[src/rtl/murmur2_hash32_defines.svh]
// Assertion macros for the MurmurHash2 hasher RTL.
`ifndef MURMUR2_HASH32_DEFINES_SVH
`define MURMUR2_HASH32_DEFINES_SVH

`ifndef ASSERT_OFF

`define ASSERT_IMPLIES(label, clk, rst_n, pre, post) \
    label: assert property (@(posedge clk) disable iff (!rst_n) (pre) |-> (post)) \
        else $error("same-cycle implication violated");

`define ASSERT_NEXT(label, clk, rst_n, pre, post) \
    label: assert property (@(posedge clk) disable iff (!rst_n) (pre) |=> (post)) \
        else $error("next-cycle implication violated");

`else

`define ASSERT_IMPLIES(label, clk, rst_n, pre, post)

`define ASSERT_NEXT(label, clk, rst_n, pre, post)

`endif

`endif

[src/rtl/mh2_pkg.sv]
// Types, constants and helpers for the MurmurHash2 hasher.
`timescale 1ns / 1ps

package mh2_pkg;

    localparam logic [31:0] MIX_MUL     = 32'h5bd1e995;
    localparam int unsigned MIX_SHIFT   = 24;
    localparam int unsigned FIN_SHIFT_A = 13;
    localparam int unsigned FIN_SHIFT_B = 15;

    localparam logic [2:0]  FULL_BYTES  = 3'd4;
    localparam logic [2:0]  NO_BYTES    = 3'd0;

    localparam int unsigned CFG_ADDR_W  = 3;
    localparam logic        REG_SEED    = 1'b0;

    typedef struct packed {
        logic [31:0] k_mix;
        logic [31:0] tail_data;
        logic [2:0]  count;
        logic [31:0] msg_len;
        logic        first;
        logic        last;
        logic        chain;
    } mh2_op_t;

    typedef enum logic [1:0] {
        BK_MIX,
        BK_FIN_MUL,
        BK_FIN_OUT
    } mh2_bk_state_t;

    typedef struct packed {
        logic full;
        logic empty;
    } mh2_q_stat_t;

    typedef struct packed {
        logic pop;
        logic fin_busy;
        logic commit;
    } mh2_bk_stat_t;

    function automatic logic [31:0] mul_lo(input logic [31:0] a, input logic [31:0] b);
        logic [63:0] p;
        begin
            p = {32'd0, a} * {32'd0, b};
            return p[31:0];
        end
    endfunction

    function automatic logic [31:0] tail_mask(input logic [2:0] count);
        logic [31:0] m;
        begin
            unique case (count)
                3'd1:    m = 32'h0000_00ff;
                3'd2:    m = 32'h0000_ffff;
                3'd3:    m = 32'h00ff_ffff;
                default: m = 32'hffff_ffff;
            endcase
            return m;
        end
    endfunction

endpackage

[src/rtl/mh2_if.sv]
// Handshake channel interfaces for message words and hash results.
`timescale 1ns / 1ps

interface mh2_in_if;
    logic        valid;
    logic        ready;
    logic [31:0] data_word;
    logic [2:0]  byte_count;
    logic [31:0] message_length;
    logic        first_word;
    logic        last_word;
    logic        chain_previous;

    modport source (
        output valid, data_word, byte_count, message_length,
               first_word, last_word, chain_previous,
        input  ready
    );
    modport sink (
        input  valid, data_word, byte_count, message_length,
               first_word, last_word, chain_previous,
        output ready
    );
endinterface

interface mh2_out_if;
    logic        valid;
    logic        ready;
    logic [31:0] hash_value;
    logic        length_mismatch;

    modport source (
        output valid, hash_value, length_mismatch,
        input  ready
    );
    modport sink (
        input  valid, hash_value, length_mismatch,
        output ready
    );
endinterface

[src/rtl/murmur2_hash32.sv]
// Top level of the streaming 32-bit MurmurHash2 hasher with APB seed register.
// The front end takes one word per cycle while the queue has room and premixes full-word
// keys through two registered 32x32 multiplies into a QUEUE_DEPTH-entry queue. The hash
// engine retires one word per cycle with its single multiplier while the queue is not empty;
// a last word then steps through mix, finalize multiply and result register, and a word
// passes the s1 and s2 front-end registers and the queue on its way to the engine.
// The result sits in an output register while the next message streams in; a new
// final word waits only if that register has not been taken. seed_value lies at byte
// address 0 and is sampled when a first word reaches the engine.
`timescale 1ns / 1ps
`include "murmur2_hash32_defines.svh"

module murmur2_hash32 #(
    parameter int unsigned QUEUE_DEPTH = 2
) (
    input  logic                             clk,
    input  logic                             rst_n,
    mh2_in_if.sink                           in_ch,
    mh2_out_if.source                        out_ch,
    input  logic                             psel,
    input  logic                             penable,
    input  logic                             pwrite,
    input  logic [mh2_pkg::CFG_ADDR_W-1:0]   paddr,
    input  logic [31:0]                      pwdata,
    output logic [31:0]                      prdata,
    output logic                             pready
);

    logic [31:0]           seed_reg;
    logic [31:0]           seed_next;
    logic                  cfg_wr;
    logic                  push;
    mh2_pkg::mh2_op_t      push_op;
    mh2_pkg::mh2_op_t      head_op;
    mh2_pkg::mh2_q_stat_t  q_stat;
    mh2_pkg::mh2_bk_stat_t bk_stat;

    assign pready = 1'b1;
    assign cfg_wr = psel && penable && pwrite && pready;
    assign prdata = (paddr[2] == mh2_pkg::REG_SEED) ? seed_reg : 32'd0;

    always_comb
    begin
        seed_next = seed_reg;
        if (cfg_wr && (paddr[2] == mh2_pkg::REG_SEED))
        begin
            seed_next = pwdata;
        end
    end

    always_ff @(posedge clk or negedge rst_n)
    begin
        if (!rst_n)
        begin
            seed_reg <= '0;
        end
        else
        begin
            seed_reg <= seed_next;
        end
    end

    mh2_front u_front (
        .clk     (clk),
        .rst_n   (rst_n),
        .in_ch   (in_ch),
        .q_full  (q_stat.full),
        .push    (push),
        .push_op (push_op)
    );

    mh2_queue #(
        .DEPTH (QUEUE_DEPTH)
    ) u_queue (
        .clk     (clk),
        .rst_n   (rst_n),
        .push    (push),
        .push_op (push_op),
        .pop     (bk_stat.pop),
        .head_op (head_op),
        .stat    (q_stat)
    );

    mh2_back u_back (
        .clk        (clk),
        .rst_n      (rst_n),
        .seed_value (seed_reg),
        .head_op    (head_op),
        .q_stat     (q_stat),
        .out_ch     (out_ch),
        .stat       (bk_stat)
    );

    `ASSERT_IMPLIES(a_no_overflow, clk, rst_n, push, !q_stat.full)
    `ASSERT_IMPLIES(a_no_underflow, clk, rst_n, bk_stat.pop, !q_stat.empty)
    `ASSERT_IMPLIES(a_fin_holds_queue, clk, rst_n, bk_stat.fin_busy, !bk_stat.pop)
    `ASSERT_NEXT(a_commit_shows, clk, rst_n, bk_stat.commit, out_ch.valid)

endmodule

[src/rtl/mh2_front.sv]
// Front end: accepts words, classifies byte counts and premixes full-word keys.
`timescale 1ns / 1ps

module mh2_front (
    input  logic            clk,
    input  logic            rst_n,
    mh2_in_if.sink          in_ch,
    input  logic            q_full,
    output logic            push,
    output mh2_pkg::mh2_op_t push_op
);

    logic             s1_v_reg;
    logic             s1_v_next;
    logic [31:0]      s1_k_reg;
    logic [31:0]      s1_tail_reg;
    logic [2:0]       s1_count_reg;
    logic [31:0]      s1_len_reg;
    logic             s1_first_reg;
    logic             s1_last_reg;
    logic             s1_chain_reg;

    logic             s2_v_reg;
    logic             s2_v_next;
    mh2_pkg::mh2_op_t s2_op_reg;

    logic             s1_ready;
    logic             s2_ready;
    logic             take;
    logic [2:0]       count_clamped;
    logic [31:0]      k_fold;

    assign s2_ready    = !s2_v_reg || !q_full;
    assign s1_ready    = !s1_v_reg || s2_ready;
    assign in_ch.ready = s1_ready;
    assign take        = in_ch.valid && s1_ready;
    assign push        = s2_v_reg && !q_full;
    assign push_op     = s2_op_reg;

    assign count_clamped = (in_ch.byte_count > mh2_pkg::FULL_BYTES) ?
                           mh2_pkg::FULL_BYTES : in_ch.byte_count;
    assign k_fold        = s1_k_reg ^ (s1_k_reg >> mh2_pkg::MIX_SHIFT);

    always_comb
    begin
        s1_v_next = s1_v_reg;
        if (s1_ready)
        begin
            s1_v_next = in_ch.valid;
        end
        s2_v_next = s2_v_reg;
        if (s2_ready)
        begin
            s2_v_next = s1_v_reg;
        end
    end

    always_ff @(posedge clk or negedge rst_n)
    begin
        if (!rst_n)
        begin
            s1_v_reg <= 1'b0;
            s2_v_reg <= 1'b0;
        end
        else
        begin
            s1_v_reg <= s1_v_next;
            s2_v_reg <= s2_v_next;
        end
    end

    always_ff @(posedge clk)
    begin
        if (take)
        begin
            s1_k_reg     <= mh2_pkg::mul_lo(in_ch.data_word, mh2_pkg::MIX_MUL);
            s1_tail_reg  <= in_ch.data_word & mh2_pkg::tail_mask(count_clamped);
            s1_count_reg <= count_clamped;
            s1_len_reg   <= in_ch.message_length;
            s1_first_reg <= in_ch.first_word;
            s1_last_reg  <= in_ch.last_word;
            s1_chain_reg <= in_ch.chain_previous;
        end
        if (s2_ready && s1_v_reg)
        begin
            s2_op_reg.k_mix     <= mh2_pkg::mul_lo(k_fold, mh2_pkg::MIX_MUL);
            s2_op_reg.tail_data <= s1_tail_reg;
            s2_op_reg.count     <= s1_count_reg;
            s2_op_reg.msg_len   <= s1_len_reg;
            s2_op_reg.first     <= s1_first_reg;
            s2_op_reg.last      <= s1_last_reg;
            s2_op_reg.chain     <= s1_chain_reg;
        end
    end

endmodule

[src/rtl/mh2_queue.sv]
// Small FIFO that decouples the front end from the hash engine.
`timescale 1ns / 1ps

module mh2_queue #(
    parameter int unsigned DEPTH = 2
) (
    input  logic                  clk,
    input  logic                  rst_n,
    input  logic                  push,
    input  mh2_pkg::mh2_op_t      push_op,
    input  logic                  pop,
    output mh2_pkg::mh2_op_t      head_op,
    output mh2_pkg::mh2_q_stat_t  stat
);

    localparam int unsigned PTR_W = (DEPTH > 1) ? $clog2(DEPTH) : 1;
    localparam int unsigned CNT_W = $clog2(DEPTH + 1);
    localparam logic [PTR_W-1:0] LAST_PTR = PTR_W'(DEPTH - 1);
    localparam logic [CNT_W-1:0] FULL_CNT = CNT_W'(DEPTH);

    mh2_pkg::mh2_op_t store [DEPTH];

    logic [PTR_W-1:0] wr_ptr_reg;
    logic [PTR_W-1:0] wr_ptr_next;
    logic [PTR_W-1:0] rd_ptr_reg;
    logic [PTR_W-1:0] rd_ptr_next;
    logic [CNT_W-1:0] cnt_reg;
    logic [CNT_W-1:0] cnt_next;

    assign stat.full  = (cnt_reg == FULL_CNT);
    assign stat.empty = (cnt_reg == '0);
    assign head_op    = store[rd_ptr_reg];

    always_comb
    begin
        wr_ptr_next = wr_ptr_reg;
        rd_ptr_next = rd_ptr_reg;
        cnt_next    = cnt_reg;
        if (push)
        begin
            wr_ptr_next = (wr_ptr_reg == LAST_PTR) ? '0 : wr_ptr_reg + 1'b1;
        end
        if (pop)
        begin
            rd_ptr_next = (rd_ptr_reg == LAST_PTR) ? '0 : rd_ptr_reg + 1'b1;
        end
        if (push && !pop)
        begin
            cnt_next = cnt_reg + 1'b1;
        end
        else if (pop && !push)
        begin
            cnt_next = cnt_reg - 1'b1;
        end
    end

    always_ff @(posedge clk or negedge rst_n)
    begin
        if (!rst_n)
        begin
            wr_ptr_reg <= '0;
            rd_ptr_reg <= '0;
            cnt_reg    <= '0;
        end
        else
        begin
            wr_ptr_reg <= wr_ptr_next;
            rd_ptr_reg <= rd_ptr_next;
            cnt_reg    <= cnt_next;
        end
    end

    always_ff @(posedge clk)
    begin
        if (push)
        begin
            store[wr_ptr_reg] <= push_op;
        end
    end

endmodule

[src/rtl/mh2_back.sv]
// Hash engine: folds words into the running hash, finalizes and emits results.
`timescale 1ns / 1ps

module mh2_back (
    input  logic                  clk,
    input  logic                  rst_n,
    input  logic [31:0]           seed_value,
    input  mh2_pkg::mh2_op_t      head_op,
    input  mh2_pkg::mh2_q_stat_t  q_stat,
    mh2_out_if.source             out_ch,
    output mh2_pkg::mh2_bk_stat_t stat
);

    mh2_pkg::mh2_bk_state_t state_reg;
    mh2_pkg::mh2_bk_state_t state_next;

    logic [31:0] run_hash_reg;
    logic [31:0] run_hash_next;
    logic [31:0] byte_cnt_reg;
    logic [31:0] byte_cnt_next;
    logic [31:0] decl_len_reg;
    logic [31:0] decl_len_next;
    logic [31:0] prev_hash_reg;
    logic [31:0] prev_hash_next;
    logic        out_v_reg;
    logic        out_v_next;

    logic [31:0] fin_prod_reg;
    logic [31:0] fin_prod_next;
    logic        mismatch_reg;
    logic        mismatch_next;
    logic [31:0] out_hash_reg;
    logic [31:0] out_hash_next;
    logic        out_mis_reg;
    logic        out_mis_next;

    logic [31:0] h0;
    logic [31:0] cnt_base;
    logic [31:0] len_base;
    logic [31:0] cnt_sum;
    logic [31:0] mul_a;
    logic [31:0] mul_p;
    logic [31:0] h_new;
    logic [31:0] fin_fold;
    logic [31:0] fin_hash;
    logic        pop;
    logic        commit;

    assign h0       = head_op.first ?
                      ((head_op.chain ? prev_hash_reg : seed_value) ^ head_op.msg_len) :
                      run_hash_reg;
    assign cnt_base = head_op.first ? 32'd0 : byte_cnt_reg;
    assign len_base = head_op.first ? head_op.msg_len : decl_len_reg;
    assign cnt_sum  = cnt_base + {29'd0, head_op.count};
    assign fin_fold = run_hash_reg ^ (run_hash_reg >> mh2_pkg::FIN_SHIFT_A);
    assign fin_hash = fin_prod_reg ^ (fin_prod_reg >> mh2_pkg::FIN_SHIFT_B);
    assign mul_p    = mh2_pkg::mul_lo(mul_a, mh2_pkg::MIX_MUL);

    always_comb
    begin
        if (state_reg == mh2_pkg::BK_MIX)
        begin
            mul_a = (head_op.count == mh2_pkg::FULL_BYTES) ? h0 : (h0 ^ head_op.tail_data);
        end
        else
        begin
            mul_a = fin_fold;
        end
        if (head_op.count == mh2_pkg::FULL_BYTES)
        begin
            h_new = mul_p ^ head_op.k_mix;
        end
        else if (head_op.count == mh2_pkg::NO_BYTES)
        begin
            h_new = h0;
        end
        else
        begin
            h_new = mul_p;
        end
    end

    always_comb
    begin
        state_next     = state_reg;
        run_hash_next  = run_hash_reg;
        byte_cnt_next  = byte_cnt_reg;
        decl_len_next  = decl_len_reg;
        prev_hash_next = prev_hash_reg;
        fin_prod_next  = fin_prod_reg;
        mismatch_next  = mismatch_reg;
        out_hash_next  = out_hash_reg;
        out_mis_next   = out_mis_reg;
        out_v_next     = out_v_reg && !out_ch.ready;
        pop            = 1'b0;
        commit         = 1'b0;
        unique case (state_reg)
            mh2_pkg::BK_MIX:
            begin
                if (!q_stat.empty)
                begin
                    pop           = 1'b1;
                    run_hash_next = h_new;
                    byte_cnt_next = cnt_sum;
                    decl_len_next = len_base;
                    mismatch_next = (cnt_sum != len_base);
                    if (head_op.last)
                    begin
                        state_next = mh2_pkg::BK_FIN_MUL;
                    end
                end
            end
            mh2_pkg::BK_FIN_MUL:
            begin
                fin_prod_next = mul_p;
                state_next    = mh2_pkg::BK_FIN_OUT;
            end
            mh2_pkg::BK_FIN_OUT:
            begin
                if (!out_v_reg || out_ch.ready)
                begin
                    commit         = 1'b1;
                    out_v_next     = 1'b1;
                    out_hash_next  = fin_hash;
                    out_mis_next   = mismatch_reg;
                    prev_hash_next = fin_hash;
                    state_next     = mh2_pkg::BK_MIX;
                end
            end
            default:
            begin
                state_next = mh2_pkg::BK_MIX;
            end
        endcase
    end

    always_ff @(posedge clk or negedge rst_n)
    begin
        if (!rst_n)
        begin
            state_reg     <= mh2_pkg::BK_MIX;
            run_hash_reg  <= '0;
            byte_cnt_reg  <= '0;
            decl_len_reg  <= '0;
            prev_hash_reg <= '0;
            out_v_reg     <= 1'b0;
        end
        else
        begin
            state_reg     <= state_next;
            run_hash_reg  <= run_hash_next;
            byte_cnt_reg  <= byte_cnt_next;
            decl_len_reg  <= decl_len_next;
            prev_hash_reg <= prev_hash_next;
            out_v_reg     <= out_v_next;
        end
    end

    always_ff @(posedge clk)
    begin
        fin_prod_reg <= fin_prod_next;
        mismatch_reg <= mismatch_next;
        out_hash_reg <= out_hash_next;
        out_mis_reg  <= out_mis_next;
    end

    assign out_ch.valid           = out_v_reg;
    assign out_ch.hash_value      = out_hash_reg;
    assign out_ch.length_mismatch = out_mis_reg;

    assign stat.pop      = pop;
    assign stat.fin_busy = (state_reg != mh2_pkg::BK_MIX);
    assign stat.commit   = commit;

endmodule

[src/flat_wrapper.sv]
// flat-port wrapper written by rule: the top's interface ports become plain ports
module murmur2_hash32_flat 
#(
    parameter int unsigned QUEUE_DEPTH = 2
)
  (clk, rst_n, psel, penable, pwrite, paddr, pwdata, prdata, pready, in_ch_valid, in_ch_data_word, in_ch_byte_count, in_ch_message_length, in_ch_first_word, in_ch_last_word, in_ch_chain_previous, in_ch_ready, out_ch_valid, out_ch_hash_value, out_ch_length_mismatch, out_ch_ready);
  mh2_in_if in_ch_i ();
  mh2_out_if out_ch_i ();
  input  logic clk;
  input  logic rst_n;
  input  logic psel;
  input  logic penable;
  input  logic pwrite;
  input  logic [mh2_pkg::CFG_ADDR_W-1:0] paddr;
  input  logic [31:0] pwdata;
  output logic [31:0] prdata;
  output logic pready;
  input wire logic [$bits(in_ch_i.valid)-1:0] in_ch_valid;
  input wire logic [$bits(in_ch_i.data_word)-1:0] in_ch_data_word;
  input wire logic [$bits(in_ch_i.byte_count)-1:0] in_ch_byte_count;
  input wire logic [$bits(in_ch_i.message_length)-1:0] in_ch_message_length;
  input wire logic [$bits(in_ch_i.first_word)-1:0] in_ch_first_word;
  input wire logic [$bits(in_ch_i.last_word)-1:0] in_ch_last_word;
  input wire logic [$bits(in_ch_i.chain_previous)-1:0] in_ch_chain_previous;
  output wire logic [$bits(in_ch_i.ready)-1:0] in_ch_ready;
  output wire logic [$bits(out_ch_i.valid)-1:0] out_ch_valid;
  output wire logic [$bits(out_ch_i.hash_value)-1:0] out_ch_hash_value;
  output wire logic [$bits(out_ch_i.length_mismatch)-1:0] out_ch_length_mismatch;
  input wire logic [$bits(out_ch_i.ready)-1:0] out_ch_ready;
  assign in_ch_i.valid = in_ch_valid;
  assign in_ch_i.data_word = in_ch_data_word;
  assign in_ch_i.byte_count = in_ch_byte_count;
  assign in_ch_i.message_length = in_ch_message_length;
  assign in_ch_i.first_word = in_ch_first_word;
  assign in_ch_i.last_word = in_ch_last_word;
  assign in_ch_i.chain_previous = in_ch_chain_previous;
  assign in_ch_ready = in_ch_i.ready;
  assign out_ch_valid = out_ch_i.valid;
  assign out_ch_hash_value = out_ch_i.hash_value;
  assign out_ch_length_mismatch = out_ch_i.length_mismatch;
  assign out_ch_i.ready = out_ch_ready;
  murmur2_hash32 #(.QUEUE_DEPTH(QUEUE_DEPTH)) u_core (.clk(clk), .rst_n(rst_n), .in_ch(in_ch_i), .out_ch(out_ch_i), .psel(psel), .penable(penable), .pwrite(pwrite), .paddr(paddr), .pwdata(pwdata), .prdata(prdata), .pready(pready));
endmodule
[config.mk]
export PLATFORM = sky130hd
export DESIGN_NAME = murmur2_hash32_flat
export DESIGN_NICKNAME = d
export VERILOG_FILES = /design/src/rtl/mh2_pkg.sv /design/src/rtl/mh2_if.sv /design/src/rtl/murmur2_hash32.sv /design/src/rtl/mh2_front.sv /design/src/rtl/mh2_queue.sv /design/src/rtl/mh2_back.sv /design/src/flat_wrapper.sv
export VERILOG_INCLUDE_DIRS = /design/src /design/src/rtl
export SDC_FILE = /design/constraint.sdc
export NUM_CORES = 2
export LEC_CHECK = 0
export BUFFER_PORTS_ARGS = -buffer_cell sky130_fd_sc_hd__buf_2
export CORE_UTILIZATION = 69
export DETAILED_ROUTE_END_ITERATION = 6
export PLACE_DENSITY_LB_ADDON = 0.08
export SYNTH_ARGS = -nofsm -noshare
export SYNTH_HDL_FRONTEND = slang
export SYNTH_SLANG_ARGS = --single-unit
[constraint.sdc]
create_clock -name clk -period 22.7 [get_ports clk]
set_input_delay 4.54 -clock clk [delete_from_list [all_inputs] [get_ports clk]]
set_output_delay 4.54 -clock clk [all_outputs]
set_load 0.02 [all_outputs]
==> results.json <==
{
  "vias": 33800,
  "gp_congestion": 0.972,
  "cp-start-kind": "register",
  "worstPathMaxFanout": 72,
  "synth_cell_types": 90,
  "rsz0062_at_grt": "false",
  "die-height_um": 279,
  "clk_latency_ns": 0.64,
  "track_usage_pct": 33.4,
  "synth.mux.area_fraction_pct": 4.34,
  "synth_ff_type": "edfxtp_1",
  "cts-buffers-inserted": 67,
  "largest_reg_flops": 204,
  "critPathRequiredTime_ns": 23.14,
  "pin_count": 180,
  "synthCells": 4631,
  "syn-cell-area_um2": 53000,
  "ys_seq_elements": 641,
  "setup_violations": 0,
  "place_hpwl_mm": 98.6,
  "cts_resized": 0,
  "insertedDiodeCount": 0,
  "area_growth_pct": 8.39,
  "cts_tree": "done",
  "top_register": "u_core.u_queue.store",
  "synth_top_family_by_area": "adder cells",
  "crit_type": "register to register",
  "port_buffers": 176,
  "grt_pass1_vias": 34300,
  "ctsHoldBuffers": 0,
  "max_freq_ghz": 0.0888,
  "fin_crit_sh_pct": 49.6,
  "wl_per_cell_um": 21.3,
  "rr_startpoint": "u_core.u_queue.rd_ptr_reg$_DFFE_PN0P_",
  "synth-edff-count": 472,
  "grt_max_degree": 77,
  "design_area_um2": 57400,
  "wl_mm": 126,
  "drtAntennaViolNets": 0,
  "vias_per_cell": 5.71,
  "fin_skew_ns": 0.0531,
  "synth_fa_ha_area_share_pct": 35.5,
  "synth_xor_xnor_area_share_pct": 6.06,
  "synth_warnings": 0,
  "status": "complete, no violations",
  "htreeDepth": 3,
  "slowest_stage": "a21oi_1",
  "hold_violations": 0,
  "dr.pass1.iters": 7,
  "rows": 101,
  "synth_nets": 5923,
  "final_max_slew_viol_count": 0,
  "dieArea_um2": 77900,
  "hold_ws_ns": 0.407,
  "antenna_found_initial": 2,
  "synth_compound_area_share_pct": 5.82,
  "holdCritStartpoint": "u_core.u_front.s1_tail_reg[30]$_DFFE_PP_",
  "end_kind": "register",
  "drt_iter0_drc": 2789,
  "postPlaceCellArea_um2": 55300,
  "core_um2": 75900,
  "clockBufferDepth": 3,
  "clock-sinks": 641,
  "ys_seq_area_share_pct": 34.7,
  "syn_area_per_cell_um2": 11.4,
  "cp_common_cell": "fa_1",
  "cts.clk_slew.worst_paths_ns": 0.06,
  "cts_root_buffer": "clkbuf_16",
  "tightest_slew_ns": 1.37,
  "layout_min_cycle_time_ns": 11.26,
  "dieWidth_um": 279,
  "relSlewSlack_pct": 8.58,
  "nNetsFinal": 6126,
  "synthSimpleGateAreaFrac_pct": 5.56,
  "route.detailed.drc": 0,
  "hold_path.class": "register to register",
  "start_util_pct": 69.8,
  "cts_setup_buffers": 0,
  "fin_tns_setup_ns": 0,
  "async_flop_share_pct": 26.4,
  "grt_pass1_wl_mm": 195,
  "slowest_delay_ns": 0.71,
  "cp.arrival_ns": 11.70,
  "grt_overflow_total": 0,
  "cap_violations": 0,
  "drive_gt1_share_pct": 9.76,
  "r2r_slack_ns": 11.44,
  "startpoint": "u_core.u_queue.rd_ptr_reg$_DFFE_PN0P_"
}
## cell usage in the layout, fill, tap and decap left out, types with 12 or more instances in the layout
cell       instances
inv_1           1021
buf_4             54
ha_1             643
nor2b_1           56
xnor2_1          244
nor2_1           190
dfrtp_1          168
a221oi_1          13
clkbuf_16         68
xor2_1           106
and2_1            21
fa_1             537
o21ai_0          139
o31ai_1           18
o21bai_1          17
mux2_2            90
nand3_1           34
nor3_1            30
nand2_1          190
a21o_1            42
a31oi_1           21
clkinv_2          13
nand2b_1          18
o22ai_1           12
edfxtp_1         472
buf_2            175
and3_1            18
a21oi_1          143
mux2i_1          118
## synthesized netlist by cell type (all sizes together) (12+ instances only)
cell type  number  area, um^2
a21o           43         330
a21oi         146         749
a221oi         14         140
a31oi          21         131
and2           23         144
and3           19         119
buf            26         151
clkbuf         70         263
dfrtp         169        4230
edfxtp        472       14200
fa            537       10800
ha            643        8050
inv          1021        3830
mux2           91        1020
mux2i         124        1280
nand2         190         713
nand2b         18         113
nand3          36         190
nor2          193         724
nor2b          58         363
nor3           31         160
o21ai         148         741
o21bai         17         128
o22ai          12        75.1
o31ai          19         148
xnor2         245        2150
xor2          108         946
## stage by stage
| step | setup slack (ns) | std cells | utilization, % |
|---|---|---|---|
| final | 11.44 | 5918 | 75.6 |
| after global placement | 11.14 | 5795 | 72.8 |
| after CTS | 11.55 | 5918 | 75.6 |
| after detailed placement | 11.01 | 5795 | 72.8 |
| after global routing | 11.00 | 5918 | 75.6 |
| after floorplan | 12.19 | 4631 | - |
## metal layers
layer / global-route usage (%) / part of all wire (%)
met1: 44.9 / 41
met2: 56.1 / 49
met3: 4.02 / 5.8
met4: 12.8 / 4.2
met5: 0 / 0
## worst paths after layout
check                                                             endpoint  cells past startpoint
worst min register to register        u_core.u_front.push_op[68]$_DFFE_PP_                      0
min in group asynchronous                  u_core.seed_reg[27]$_DFFE_PN0P_                      1
worst max-delay path            u_core.u_back.run_hash_reg[27]$_DFFE_PN0P_                     32
worst max register to register  u_core.u_back.run_hash_reg[27]$_DFFE_PN0P_                     32
max in group asynchronous       u_core.u_back.run_hash_reg[14]$_DFFE_PN0P_                      3
worst min-delay path                  u_core.u_front.push_op[68]$_DFFE_PP_                      0
## cells by family after synthesis
logic type,count (synthesis)
xor+xnor,358
other cells,1
buf+inv,1118
flops,641
compound gates,495
simple gates,623
fa+ha+maj,1180
mux,215
## cell type report
type	instances	area, um^2
fillers	5083	18500
clock inverters	38	365
clock buffers	85	1830
inverters	1022	3840
repair buffers	230	1290
well taps	1030	1290
flip-flops and latches	641	18400
multi-input cells	2872	30400
## worst max-delay path, delay by kind of cell, from the launching register on
family | cells | cell delay, ns
and+or+nand+nor | 1 | 0.21
AOI/OAI and AO/OA | 11 | 2.54
buffers and inverters | 7 | 2.07
muxes | 1 | 0.63
xor gates and xnor gates | 3 | 0.89
adders and majority gates | 9 | 4.01
DFF | 1 | 0.67
Power is left out: the tool's default activity adds up to more than one toggle a clock period on the data nets, which glitch-free logic cannot reach.
